==> config.mk <==
export PLATFORM = sky130hd
export DESIGN_NAME = line_scan_lane_tracker
export DESIGN_NICKNAME = d
export VERILOG_FILES = /design/src/rtl/lst_pkg.sv /design/src/rtl/lst_front.sv /design/src/rtl/lst_queue.sv /design/src/rtl/lst_back.sv /design/src/rtl/line_scan_lane_tracker.sv
export SDC_FILE = /design/constraint.sdc
export NUM_CORES = 2
export LEC_CHECK = 0
export BUFFER_PORTS_ARGS = -buffer_cell sky130_fd_sc_hd__buf_2
export CAP_MARGIN = 0
export CORE_AREA = 2 2 430 432
export CTS_CLUSTER_DIAMETER = 200
export CTS_CLUSTER_SIZE = 25
export DETAILED_ROUTE_END_ITERATION = 6
export DIE_AREA = 0 0 432 434
export HOLD_SLACK_MARGIN = 0.02
export PLACE_DENSITY = 0.7
export SLEW_MARGIN = 10
export SYNTH_ARGS = -nofsm -noshare
export SYNTH_HDL_FRONTEND = slang
export SYNTH_HIERARCHICAL = 1
export SYNTH_SLANG_ARGS = --single-unit
==> constraint.sdc <==
create_clock -name clk -period 23.1 [get_ports clk]
set_input_delay 2.31 -clock clk [delete_from_list [all_inputs] [get_ports clk]]
set_output_delay 2.31 -clock clk [all_outputs]
set_load 0.05 [all_outputs]
==> src/rtl/lst_pkg.sv <==
// Shared constants, register codes and handshake types of the lane tracker.
package lst_pkg;

  // Default geometry of one camera line and of the lane search.
  localparam int LINE_PIXELS_DEF  = 128;
  localparam int SEARCH_STEPS_DEF = 25;
  localparam int EDGE_MARGIN_DEF  = 15;

  // Width of one pixel and half width of the neighbour window.
  localparam int PIX_W    = 8;
  localparam int WIN_HALF = 3;

  // Depth of the line queue between the front end and the back end.
  localparam int QUEUE_DEPTH = 2;

  // Configuration register codes and reset values.
  localparam int CFG_IDX_W = 2;
  typedef enum logic [CFG_IDX_W-1:0] {
    CFG_DARK_OFFSET   = 2'd0,
    CFG_CENTRE_COLUMN = 2'd1,
    CFG_DEFAULT_LEFT  = 2'd2,
    CFG_DEFAULT_RIGHT = 2'd3
  } cfg_idx_t;

  localparam logic [PIX_W-1:0] DARK_OFFSET_RST = 8'd30;
  localparam int CENTRE_COLUMN_RST = 61;
  localparam int DEFAULT_LEFT_RST  = 20;
  localparam int DEFAULT_RIGHT_RST = 102;

  // Servo compare: base value at straight ahead, slope as a shift, and the
  // column offset at which the steering limits are reached.
  localparam int STEER_W = 13;
  localparam logic [STEER_W-1:0] STEER_BASE = 13'd5440;
  localparam int STEER_SHIFT = 7;
  localparam int STEER_LIMIT = 10;

  // A finished line buffer, named by its bank.
  typedef struct packed {
    logic vld;
    logic bank;
  } line_tok_t;

endpackage

==> src/rtl/lst_front.sv <==
// Front end: accepts pixels, fills the two line buffers and announces full lines.
module lst_front #(
  parameter int LINE_PIXELS = lst_pkg::LINE_PIXELS_DEF
) (
  input  logic                              clk,
  input  logic                              rst_n,
  input  logic                              in_valid,
  output logic                              in_stall,
  input  logic [lst_pkg::PIX_W-1:0]         in_pixel,
  output lst_pkg::line_tok_t                push,
  input  logic                              q_full,
  input  logic                              rd_en,
  input  logic                              rd_bank,
  input  logic [$clog2(LINE_PIXELS)-1:0]    rd_col,
  output logic [lst_pkg::PIX_W-1:0]         rd_data
);
  import lst_pkg::*;

  localparam int CW = $clog2(LINE_PIXELS);

  logic [PIX_W-1:0] pix_mem [2][LINE_PIXELS];
  logic [CW-1:0]    idx_r;
  logic             bank_r;
  logic             accept;
  logic             line_end;
  logic [PIX_W-1:0] rd_data_r;

  // Both banks are taken while the queue is full: hold the camera off.
  assign in_stall = q_full;
  assign accept   = in_valid && !q_full;
  assign line_end = (idx_r == CW'(LINE_PIXELS - 1));

  // A line is handed over on the transaction that carries its last pixel.
  assign push.vld  = accept && line_end;
  assign push.bank = bank_r;

  // Column counter and bank select.
  always_ff @(posedge clk) begin
    if (!rst_n) begin
      idx_r  <= '0;
      bank_r <= 1'b0;
    end else if (accept) begin
      if (line_end) begin
        idx_r  <= '0;
        bank_r <= !bank_r;
      end else begin
        idx_r <= idx_r + CW'(1);
      end
    end
  end

  // Line buffers: written by the camera side, read by the back end.
  always_ff @(posedge clk) begin
    if (accept) begin
      pix_mem[bank_r][idx_r] <= in_pixel;
    end
    if (rd_en) begin
      rd_data_r <= pix_mem[rd_bank][rd_col];
    end
  end

  assign rd_data = rd_data_r;

endmodule

==> src/rtl/lst_queue.sv <==
// Short queue of finished line buffers between the front end and the back end.
module lst_queue (
  input  logic               clk,
  input  logic               rst_n,
  input  lst_pkg::line_tok_t push,
  input  logic               pop,
  output lst_pkg::line_tok_t head,
  output logic               full
);
  import lst_pkg::*;

  localparam int PTR_W = (QUEUE_DEPTH > 1) ? $clog2(QUEUE_DEPTH) : 1;
  localparam int CNT_W = $clog2(QUEUE_DEPTH + 1);

  logic             bank_q [QUEUE_DEPTH];
  logic [PTR_W-1:0] wr_ptr_r;
  logic [PTR_W-1:0] rd_ptr_r;
  logic [CNT_W-1:0] cnt_r;
  logic             do_push;
  logic             do_pop;

  assign full     = (cnt_r == CNT_W'(QUEUE_DEPTH));
  assign do_push  = push.vld && !full;
  assign do_pop   = pop && (cnt_r != '0);
  assign head.vld  = (cnt_r != '0);
  assign head.bank = bank_q[rd_ptr_r];

  // Pointers and fill count.
  always_ff @(posedge clk) begin
    if (!rst_n) begin
      wr_ptr_r <= '0;
      rd_ptr_r <= '0;
      cnt_r    <= '0;
    end else begin
      if (do_push) begin
        wr_ptr_r <= (wr_ptr_r == PTR_W'(QUEUE_DEPTH - 1)) ? '0 : wr_ptr_r + PTR_W'(1);
      end
      if (do_pop) begin
        rd_ptr_r <= (rd_ptr_r == PTR_W'(QUEUE_DEPTH - 1)) ? '0 : rd_ptr_r + PTR_W'(1);
      end
      if (do_push && !do_pop) begin
        cnt_r <= cnt_r + CNT_W'(1);
      end else if (do_pop && !do_push) begin
        cnt_r <= cnt_r - CNT_W'(1);
      end
    end
  end

  // Entry storage.
  always_ff @(posedge clk) begin
    if (do_push) begin
      bank_q[wr_ptr_r] <= push.bank;
    end
  end

endmodule

==> src/rtl/lst_back.sv <==
// Back end: binarizes a stored line, searches both lanes and forms the result.
module lst_back #(
  parameter int LINE_PIXELS  = lst_pkg::LINE_PIXELS_DEF,
  parameter int SEARCH_STEPS = lst_pkg::SEARCH_STEPS_DEF,
  parameter int EDGE_MARGIN  = lst_pkg::EDGE_MARGIN_DEF
) (
  input  logic                              clk,
  input  logic                              rst_n,
  input  lst_pkg::line_tok_t                tok,
  output logic                              tok_pop,
  output logic                              rd_en,
  output logic                              rd_bank,
  output logic [$clog2(LINE_PIXELS)-1:0]    rd_col,
  input  logic [lst_pkg::PIX_W-1:0]         rd_data,
  input  logic [lst_pkg::PIX_W-1:0]         dark_offset,
  input  logic [$clog2(LINE_PIXELS)-1:0]    centre_column,
  input  logic [$clog2(LINE_PIXELS)-1:0]    default_left,
  input  logic [$clog2(LINE_PIXELS)-1:0]    default_right,
  output logic                              out_valid,
  input  logic                              out_stall,
  output logic [$clog2(LINE_PIXELS)-1:0]    out_left_lane,
  output logic [$clog2(LINE_PIXELS)-1:0]    out_right_lane,
  output logic                              out_left_found,
  output logic                              out_right_found,
  output logic [lst_pkg::STEER_W-1:0]       out_steer_compare
);
  import lst_pkg::*;

  localparam int CW = $clog2(LINE_PIXELS);
  localparam int IW = (SEARCH_STEPS > 1) ? $clog2(SEARCH_STEPS) : 1;
  localparam int PW = ((CW > IW) ? CW : IW) + 1;
  localparam int XW = CW + 2;
  localparam int SUM_W = PIX_W + 3;
  localparam int THR_W = PIX_W + 4;
  localparam int WIN_N = 2 * WIN_HALF + 1;

  localparam logic [CW-1:0] COL_LO  = CW'(EDGE_MARGIN);
  localparam logic [CW-1:0] COL_HI  = CW'(LINE_PIXELS - EDGE_MARGIN);
  localparam logic [PW-1:0] PRB_LO  = PW'(EDGE_MARGIN);
  localparam logic [PW-1:0] PRB_HI  = PW'(LINE_PIXELS - EDGE_MARGIN);
  localparam logic [CW-1:0] COL_MAX = CW'(LINE_PIXELS - 1);
  localparam logic signed [CW:0] LIM_P = (CW + 1)'(STEER_LIMIT);
  localparam logic signed [CW:0] LIM_N = -((CW + 1)'(STEER_LIMIT));

  typedef enum logic [2:0] {
    S_IDLE,
    S_BIN,
    S_SRCH,
    S_FIX,
    S_OUT
  } state_t;

  state_t state_r;

  // Binarization pipeline.
  logic             bank_r;
  logic             rd_act_r;
  logic [CW-1:0]    rd_col_r;
  logic             rd_vld_r;
  logic [CW-1:0]    rc_r;
  logic             win_vld_r;
  logic [PIX_W-1:0] win_r [WIN_N];
  logic [CW-1:0]    win_col_r;
  logic [CW-1:0]    ctr_col;
  logic             ctr_in;
  logic             b_wr_r;
  logic [CW-1:0]    b_col_r;
  logic [SUM_W-1:0] sum_r;
  logic [THR_W-1:0] thr_r;
  logic [PIX_W:0]   thr_base;
  logic             dark_mem [LINE_PIXELS];

  // Lane search.
  logic             lane_sel_r;
  logic             iss_act_r;
  logic [IW-1:0]    iss_i_r;
  logic             ev_vld_r;
  logic [IW-1:0]    ev_i_r;
  logic             dk_p_r;
  logic             dk_m_r;
  logic             rng_p_r;
  logic             rng_m_r;
  logic [CW-1:0]    base;
  logic [PW-1:0]    prb_p;
  logic [PW-1:0]    prb_m;
  logic             ok_p;
  logic             ok_m;
  logic             hit_p;
  logic             hit_m;
  logic             lane_done;
  logic [CW-1:0]    new_pos;
  logic signed [IW:0] new_gap;

  // Lane state and line results.
  logic [CW-1:0]    left_pos_r;
  logic [CW-1:0]    right_pos_r;
  logic             lf_r;
  logic             rf_r;
  logic signed [IW:0] lgap_r;
  logic signed [IW:0] rgap_r;
  logic [CW-1:0]    fix_l;
  logic [CW-1:0]    fix_r;

  // Steering and output stage.
  logic [CW:0]         pos_sum;
  logic [CW-1:0]       mid;
  logic signed [CW:0]  diff;
  logic signed [CW:0]  diff_c;
  logic signed [STEER_W-1:0] steer_off;
  logic [STEER_W-1:0]  steer;
  logic                out_load;
  logic                out_valid_r;
  logic [CW-1:0]       out_l_r;
  logic [CW-1:0]       out_r_r;
  logic                out_lf_r;
  logic                out_rf_r;
  logic [STEER_W-1:0]  out_steer_r;

  // Lane moved by the other lane's gap, held inside the line.
  function automatic logic [CW-1:0] shift_col(input logic [CW-1:0] pos,
                                              input logic signed [IW:0] gap);
    logic signed [XW-1:0] s;
    s = $signed({2'b00, pos}) + XW'(gap);
    if (s < 0) begin
      return '0;
    end else if (s > $signed({2'b00, COL_MAX})) begin
      return COL_MAX;
    end
    return s[CW-1:0];
  endfunction

  // Line buffer reads are issued one column per cycle.
  assign rd_en   = (state_r == S_BIN) && rd_act_r;
  assign rd_bank = bank_r;
  assign rd_col  = rd_col_r;
  // The bank is released with its last read.
  assign tok_pop = rd_en && (rd_col_r == COL_MAX);

  // Centre of the neighbour window and its edge test.
  assign ctr_col  = win_col_r - CW'(WIN_HALF);
  assign ctr_in   = (ctr_col >= COL_LO) && (ctr_col < COL_HI);
  assign thr_base = {1'b0, win_r[WIN_HALF]} + {1'b0, dark_offset} + (PIX_W + 1)'(1);

  // Probe addresses for step i on both sides of the stored position.
  always_comb begin
    base  = lane_sel_r ? right_pos_r : left_pos_r;
    prb_p = PW'(base) + PW'(iss_i_r);
    prb_m = PW'(base) - PW'(iss_i_r);
    ok_p  = (prb_p >= PRB_LO) && (prb_p < PRB_HI);
    ok_m  = (PW'(iss_i_r) <= PW'(base)) && (prb_m >= PRB_LO) && (prb_m < PRB_HI);
  end

  // Evaluation of the registered probe; the plus side wins a tie.
  always_comb begin
    hit_p     = ev_vld_r && rng_p_r && dk_p_r;
    hit_m     = ev_vld_r && rng_m_r && dk_m_r;
    lane_done = hit_p || hit_m || (ev_vld_r && (ev_i_r == IW'(SEARCH_STEPS - 1)));
    if (hit_p) begin
      new_pos = base + CW'(ev_i_r);
      new_gap = $signed({1'b0, ev_i_r});
    end else if (hit_m) begin
      new_pos = base - CW'(ev_i_r);
      new_gap = -$signed({1'b0, ev_i_r});
    end else begin
      new_pos = base;
      new_gap = '0;
    end
  end

  // Lost lane follows the found one; coinciding lanes go back to defaults.
  always_comb begin
    fix_l = left_pos_r;
    fix_r = right_pos_r;
    if (!lf_r && rf_r) begin
      fix_l = shift_col(left_pos_r, rgap_r);
    end else if (lf_r && !rf_r) begin
      fix_r = shift_col(right_pos_r, lgap_r);
    end
    if (fix_l == fix_r) begin
      fix_l = default_left;
      fix_r = default_right;
    end
  end

  // Servo compare from the lane midpoint, clamped at the steering limits.
  always_comb begin
    pos_sum = {1'b0, left_pos_r} + {1'b0, right_pos_r};
    mid     = pos_sum[CW:1];
    diff    = $signed({1'b0, mid}) - $signed({1'b0, centre_column});
    if (diff > LIM_P) begin
      diff_c = LIM_P;
    end else if (diff < LIM_N) begin
      diff_c = LIM_N;
    end else begin
      diff_c = diff;
    end
    steer_off = STEER_W'(diff_c) <<< STEER_SHIFT;
    steer     = STEER_BASE + $unsigned(steer_off);
  end

  assign out_load = (state_r == S_OUT) && (!out_valid_r || !out_stall);

  // Sequencer and control state.
  always_ff @(posedge clk) begin
    if (!rst_n) begin
      state_r     <= S_IDLE;
      bank_r      <= 1'b0;
      rd_act_r    <= 1'b0;
      rd_col_r    <= '0;
      rd_vld_r    <= 1'b0;
      win_vld_r   <= 1'b0;
      b_wr_r      <= 1'b0;
      lane_sel_r  <= 1'b0;
      iss_act_r   <= 1'b0;
      iss_i_r     <= '0;
      ev_vld_r    <= 1'b0;
      left_pos_r  <= '0;
      right_pos_r <= '0;
      lf_r        <= 1'b0;
      rf_r        <= 1'b0;
      lgap_r      <= '0;
      rgap_r      <= '0;
      out_valid_r <= 1'b0;
    end else begin
      rd_vld_r  <= rd_en;
      win_vld_r <= rd_vld_r;
      b_wr_r    <= win_vld_r && ctr_in;

      if (out_load) begin
        out_valid_r <= 1'b1;
      end else if (!out_stall) begin
        out_valid_r <= 1'b0;
      end

      case (state_r)
        S_IDLE: begin
          if (tok.vld) begin
            bank_r   <= tok.bank;
            rd_act_r <= 1'b1;
            rd_col_r <= '0;
            state_r  <= S_BIN;
          end
        end
        S_BIN: begin
          if (rd_act_r) begin
            if (rd_col_r == COL_MAX) begin
              rd_act_r <= 1'b0;
            end else begin
              rd_col_r <= rd_col_r + CW'(1);
            end
          end else if (!rd_vld_r && !win_vld_r && !b_wr_r) begin
            lane_sel_r <= 1'b0;
            iss_act_r  <= 1'b1;
            iss_i_r    <= '0;
            ev_vld_r   <= 1'b0;
            state_r    <= S_SRCH;
          end
        end
        S_SRCH: begin
          if (lane_done) begin
            ev_vld_r  <= 1'b0;
            iss_act_r <= 1'b1;
            iss_i_r   <= '0;
            if (!lane_sel_r) begin
              left_pos_r <= new_pos;
              lf_r       <= hit_p || hit_m;
              lgap_r     <= new_gap;
              lane_sel_r <= 1'b1;
            end else begin
              right_pos_r <= new_pos;
              rf_r        <= hit_p || hit_m;
              rgap_r      <= new_gap;
              iss_act_r   <= 1'b0;
              state_r     <= S_FIX;
            end
          end else begin
            ev_vld_r <= iss_act_r;
            if (iss_act_r) begin
              if (iss_i_r == IW'(SEARCH_STEPS - 1)) begin
                iss_act_r <= 1'b0;
              end else begin
                iss_i_r <= iss_i_r + IW'(1);
              end
            end
          end
        end
        S_FIX: begin
          left_pos_r  <= fix_l;
          right_pos_r <= fix_r;
          state_r     <= S_OUT;
        end
        S_OUT: begin
          if (out_load) begin
            state_r <= S_IDLE;
          end
        end
        default: begin
          state_r <= S_IDLE;
        end
      endcase
    end
  end

  // Neighbour window, threshold stage and dark map writes.
  always_ff @(posedge clk) begin
    if (rd_en) begin
      rc_r <= rd_col_r;
    end
    if (rd_vld_r) begin
      for (int k = 0; k < WIN_N - 1; k++) begin
        win_r[k] <= win_r[k + 1];
      end
      win_r[WIN_N-1] <= rd_data;
      win_col_r      <= rc_r;
    end
    b_col_r <= ctr_col;
    sum_r   <= SUM_W'(win_r[0]) + SUM_W'(win_r[1]) + SUM_W'(win_r[2]) +
               SUM_W'(win_r[4]) + SUM_W'(win_r[5]) + SUM_W'(win_r[6]);
    // Dark when floor(sum / 6) - offset > pixel, i.e. sum >= 6 * (pixel + offset + 1).
    thr_r   <= THR_W'({thr_base, 2'b00}) + THR_W'({thr_base, 1'b0});
    if (b_wr_r) begin
      dark_mem[b_col_r] <= ({1'b0, sum_r} >= thr_r);
    end
  end

  // Two registered dark map reads per search step.
  always_ff @(posedge clk) begin
    dk_p_r  <= dark_mem[prb_p[CW-1:0]];
    dk_m_r  <= dark_mem[prb_m[CW-1:0]];
    rng_p_r <= ok_p;
    rng_m_r <= ok_m;
    ev_i_r  <= iss_i_r;
  end

  // Result register.
  always_ff @(posedge clk) begin
    if (out_load) begin
      out_l_r     <= left_pos_r;
      out_r_r     <= right_pos_r;
      out_lf_r    <= lf_r;
      out_rf_r    <= rf_r;
      out_steer_r <= steer;
    end
  end

  assign out_valid         = out_valid_r;
  assign out_left_lane     = out_l_r;
  assign out_right_lane    = out_r_r;
  assign out_left_found    = out_lf_r;
  assign out_right_found   = out_rf_r;
  assign out_steer_compare = out_steer_r;

endmodule

==> src/rtl/line_scan_lane_tracker.sv <==
// Top level of the line-scan lane tracker: configuration registers and the three units.
//
// Pixels of one camera line enter on the in_ channel, one per transaction, in column
// order. They are written into one of two line buffers at one pixel per cycle while
// in_stall is low. After the last pixel of a line, the back end binarizes the stored
// line in one pass (one buffer read per cycle), then searches the left and then the
// right lane (two dark map reads per step), settles the lanes and loads the result
// register. One out_ transaction per line carries the lanes, found flags and servo
// compare. The front end keeps taking pixels of the next line while a line is
// processed; it stalls only when both line buffers wait for the back end.
// When out_stall is high while out_valid is high, the result register holds, the
// back end waits in its output state, and the input stalls once both buffers are full.
// Reset (synchronous, rst_n low) clears the column counter, the queue, the lane
// positions to column 0 and loads the register defaults; line buffers need no clearing.
// Configuration writes are always accepted (cfg_ready is high) and must be made
// while no line is in work.
module line_scan_lane_tracker #(
  parameter int LINE_PIXELS  = lst_pkg::LINE_PIXELS_DEF,
  parameter int SEARCH_STEPS = lst_pkg::SEARCH_STEPS_DEF,
  parameter int EDGE_MARGIN  = lst_pkg::EDGE_MARGIN_DEF
) (
  input  logic                                  clk,
  input  logic                                  rst_n,
  input  logic                                  in_valid,
  output logic                                  in_stall,
  input  logic [lst_pkg::PIX_W-1:0]             in_pixel,
  output logic                                  out_valid,
  input  logic                                  out_stall,
  output logic [$clog2(LINE_PIXELS)-1:0]        out_left_lane,
  output logic [$clog2(LINE_PIXELS)-1:0]        out_right_lane,
  output logic                                  out_left_found,
  output logic                                  out_right_found,
  output logic [lst_pkg::STEER_W-1:0]           out_steer_compare,
  input  logic                                  cfg_valid,
  output logic                                  cfg_ready,
  input  logic [lst_pkg::CFG_IDX_W-1:0]         cfg_index,
  input  logic [(($clog2(LINE_PIXELS) > lst_pkg::PIX_W) ?
                 $clog2(LINE_PIXELS) : lst_pkg::PIX_W)-1:0] cfg_data
);
  import lst_pkg::*;

  localparam int CW = $clog2(LINE_PIXELS);

  logic [PIX_W-1:0] dark_offset_r;
  logic [CW-1:0]    centre_column_r;
  logic [CW-1:0]    default_left_r;
  logic [CW-1:0]    default_right_r;
  line_tok_t        push;
  line_tok_t        head;
  logic             q_full;
  logic             tok_pop;
  logic             rd_en;
  logic             rd_bank;
  logic [CW-1:0]    rd_col;
  logic [PIX_W-1:0] rd_data;

  assign cfg_ready = 1'b1;

  // Configuration registers.
  always_ff @(posedge clk) begin
    if (!rst_n) begin
      dark_offset_r   <= DARK_OFFSET_RST;
      centre_column_r <= CW'(CENTRE_COLUMN_RST);
      default_left_r  <= CW'(DEFAULT_LEFT_RST);
      default_right_r <= CW'(DEFAULT_RIGHT_RST);
    end else if (cfg_valid && cfg_ready) begin
      case (cfg_idx_t'(cfg_index))
        CFG_DARK_OFFSET:   dark_offset_r   <= cfg_data[PIX_W-1:0];
        CFG_CENTRE_COLUMN: centre_column_r <= cfg_data[CW-1:0];
        CFG_DEFAULT_LEFT:  default_left_r  <= cfg_data[CW-1:0];
        CFG_DEFAULT_RIGHT: default_right_r <= cfg_data[CW-1:0];
        default: begin
        end
      endcase
    end
  end

  lst_front #(
    .LINE_PIXELS (LINE_PIXELS)
  ) u_front (
    .clk      (clk),
    .rst_n    (rst_n),
    .in_valid (in_valid),
    .in_stall (in_stall),
    .in_pixel (in_pixel),
    .push     (push),
    .q_full   (q_full),
    .rd_en    (rd_en),
    .rd_bank  (rd_bank),
    .rd_col   (rd_col),
    .rd_data  (rd_data)
  );

  lst_queue u_queue (
    .clk   (clk),
    .rst_n (rst_n),
    .push  (push),
    .pop   (tok_pop),
    .head  (head),
    .full  (q_full)
  );

  lst_back #(
    .LINE_PIXELS  (LINE_PIXELS),
    .SEARCH_STEPS (SEARCH_STEPS),
    .EDGE_MARGIN  (EDGE_MARGIN)
  ) u_back (
    .clk               (clk),
    .rst_n             (rst_n),
    .tok               (head),
    .tok_pop           (tok_pop),
    .rd_en             (rd_en),
    .rd_bank           (rd_bank),
    .rd_col            (rd_col),
    .rd_data           (rd_data),
    .dark_offset       (dark_offset_r),
    .centre_column     (centre_column_r),
    .default_left      (default_left_r),
    .default_right     (default_right_r),
    .out_valid         (out_valid),
    .out_stall         (out_stall),
    .out_left_lane     (out_left_lane),
    .out_right_lane    (out_right_lane),
    .out_left_found    (out_left_found),
    .out_right_found   (out_right_found),
    .out_steer_compare (out_steer_compare)
  );

endmodule

==> metrics <==
status=complete, no violations; Num Clock Sinks=roughly 2,400; TNS Setup=0 ns; H-tree Lvls=3; number of antenna violations at the first check in global routing=14; EDFF count, synth=about 2,300; Detailed Route Iter0 Violations=7,153; setup violators final=0; initial core utilization=54.7%; Power per Cell Area=roughly 67 nW/um2; maximum number of buffers from clock root to sink=3; top post-synthesis cells by area=edfxtp_1 (69%), mux4_2 (11%), dfxtp_1 (2.6%); post-layout minimum cycle time=about 5.3 ns; P&R area growth vs syn=5.03%; commonest cells in the netlist=edfxtp_1 (2,278), nor2_1 (512), mux4_2 (467); number of setup buffers added after CTS=0; floorplan die height=between 400 and 500 um; NumNets Final=~5,700; cell with the largest stage delay on the worst path=nor4_1; cts-stage hold buffer count=0; cell leakage power=between 30 and 40 nW; Worst Skew=between 0.04 and 0.05 ns; dominant cell type by area after synthesis=edfxtp_1; total number of yosys warnings=6; standard-cell row count=about 160; number of buffers and inverters on the critical path=3; wire length after detailed routing=roughly 240,000 um; maximum number of pins on one net before global-route repair=133; width of the die=432 um; dpl cell area=102,000 um2; quantity of gates resized following cts=0; number of iterations in the first detailed-routing pass=6; Non-Filler Instances=approximately 8,000; endpoints failing hold=0; number of primary I/O pins=55; Clock Tree Root=clkbuf_16; path type of the worst min-delay path=reg -> reg; Worst Path Class, Setup=reg -> reg; post-placement setup slack=roughly 17 ns; Clock Pin Slew Worst Setup and Hold Paths=roughly 0.11 ns; clock insertion delay at the later pin of the skew report=0.79 ns; DIE AREA=around 190,000 um2; Final GP Congestion=0.870; category of the worst setup path launch point=flop; All-Layer GR Usage=25.5%; via count of the first global-routing pass=around 51,000; HPWL after detailed placement=roughly 150,000 um; wire per inst=between 30 and 40 um; CTS tree=yes; slew at the pin with the worst max-slew slack=around 1.4 ns; worst path arrival time=5.78 ns; count of buffers from port buffering=46; crit-path max FO=110; number of nets still failing antenna checks after routing=0; type of destination of the critical path=flop; number of clock buffers inserted by TritonCTS=roughly 110; DR vias/cell=approximately 6.7; cell with the most instances after synthesis=edfxtp_1; sequential element share of the synthesized area=71.2%; ys async rst share=0%; count of pins over their slew limit=0; Post-route DRC=0; Remaining Overflow, GRT=0; flop and latch count out of synthesis=between 2,000 and 2,500; distinct cell type count after synthesis=between 100 and 150; crit share post-route=between 20% and 30%; fraction of final layout cells sized beyond drive strength 1=14.3%; Fill cells=13,500; share of the synthesized area in the top cell type=68.5%; number of max-capacitance violations reported=0; crit path setup slack, layout=17.81 ns; core outline area=between 150,000 and 200,000 um2; hold slack=~0.42 ns; mean instance size in the synthesized netlist=roughly 18 um2; worst slew margin relative to its limit=9.67%; setup repair after global routing missed its margin=no; critical path required time=23.60 ns; global-route wire length before repair=around 350,000 um; cells traversed along the worst timing path=buf_12 -> buf_4 -> buf_4 -> mux4_2 -> a22oi_1 -> a21oi_1 -> nor4_1 -> nor4_1; post-route cell area=between 100,000 and 150,000 um2; routed via count=53,300; fmax=0.189 GHz; VDD IR max=between 0.07 and 0.08 mV; Synth Flop Type=edfxtp_1; Post-Place Cells=7,841; dominant delay contributor by cell family on the critical path=buffers and inverters; Mapped Cells=between 5,000 and 6,000; combined area of all synthesized cells=99,800 um2; biggest cell delay along the critical path=roughly 0.94 ns
## cell type report
type / instances / area (um2) / share of cell area [%]
flip-flops and latches: 2410 / 71100 / 67.8
multi-input cells: 2796 / 26500 / 25.2
well taps: 2385 / 2980 / 2.85
clock buffers: 137 / 2790 / 2.66
repair buffers: 141 / 1050 / 1.00
inverters: 109 / 409 / 0.390
clock inverters: 6 / 88.8 / 0.0847
diodes: 4 / 10.0 / 0.00955
## kinds of logic after synthesis
group,Yosys count,synth area share [%]
other,3,0.0113
flip-flops,2410,71.2
buffers and inverters,430,2.46
AO/OA/AOI/OAI,769,5.38
AND/OR/NAND/NOR,1081,4.97
adder cells (fa/ha/maj),136,2.02
XOR/XNOR,69,0.605
multiplexers,733,13.4
## power breakdown
| group | total (W) | internal [W] | switching, W | leakage (nW) |
|---|---|---|---|---|
| clock network | 0.00213 | 0.000855 | 0.00127 | 1.39 |
| registers | 0.00480 | 0.00479 | 0.00000475 | 21.6 |
| logic | 0.000147 | 0.0000245 | 0.000122 | 8.75 |
| total | 0.00708 | 0.00567 | 0.00140 | 31.7 |
## stage by stage
stage / utilization [%] / total power, W
global placement: 55.9 / 0.00504
CTS: 57.5 / 0.00711
floorplan: - / 0.00495
finish: 57.5 / 0.00708
detailed placement: 55.9 / 0.00505
global route: 57.5 / 0.00727
## state kept, by name, summed over array words and instances (netlist names), 6 cells and up, named ones only
signal	cells
centre_column_r	7
dark_offset_r	8
default_left_r	7
default_right_r	7
u_back/b_col_r	7
u_back/dark_mem	128
u_back/left_pos_r	7
u_back/lgap_r	6
u_back/out_left_lane	7
u_back/out_right_lane	7
u_back/out_steer_compare	6
u_back/rc_r	7
u_back/rd_col	7
u_back/rgap_r	6
u_back/right_pos_r	7
u_back/sum_r	11
u_back/thr_r	11
u_back/win_col_r	7
u_back/win_r	56
u_front/idx_r	7
u_front/pix_mem	2048
u_front/rd_data	8
## cell usage in the layout (no fill, tap or decap), types with 17 or more instances in the layout
cell	count
buf_2	38
nand2b_1	29
fa_1	42
nand3_1	82
o21ai_0	80
nor2_1	510
dfxtp_1	126
o211ai_1	17
a22o_1	37
or3_1	17
mux2i_1	243
o21bai_1	19
and2_1	21
a21o_1	23
a21oi_1	168
a221oi_1	18
inv_1	106
o22ai_1	38
o221ai_1	34
xnor2_1	36
a211oi_1	42
clkbuf_1	30
a22oi_1	143
ha_1	93
nor2b_1	57
nand2_1	193
a31oi_1	22
mux4_2	467
edfxtp_1	2278
buf_4	92
xor2_1	30
nand4_1	25
clkbuf_16	107
nor3_1	47
## final timing paths
path	start	to	slack, ns	depth (start not counted)
worst max-delay path	u_back/rd_col[0]	u_front/rd_data[2]	17.81	8
worst min-delay path	u_back/rc_r[2]	u_back/win_col_r[2]	0.42	0
worst max register to register	u_back/rd_col[0]	u_front/rd_data[2]	17.81	8
worst min register to register	u_back/rc_r[2]	u_back/win_col_r[2]	0.42	0
## metal layers
layer  track usage [%]  part of all wire [%]  wire length, um  up-vias
met1              37.5                    40            96700    27800
met3              4.48                   9.7            23400      404
met4              7.61                   3.3             7940        8
li1                  -                     -                -    22200
met2              39.5                    47           112000     2866
met5                 0                 0.024               58        -
Power figures use the tool's default switching activity.
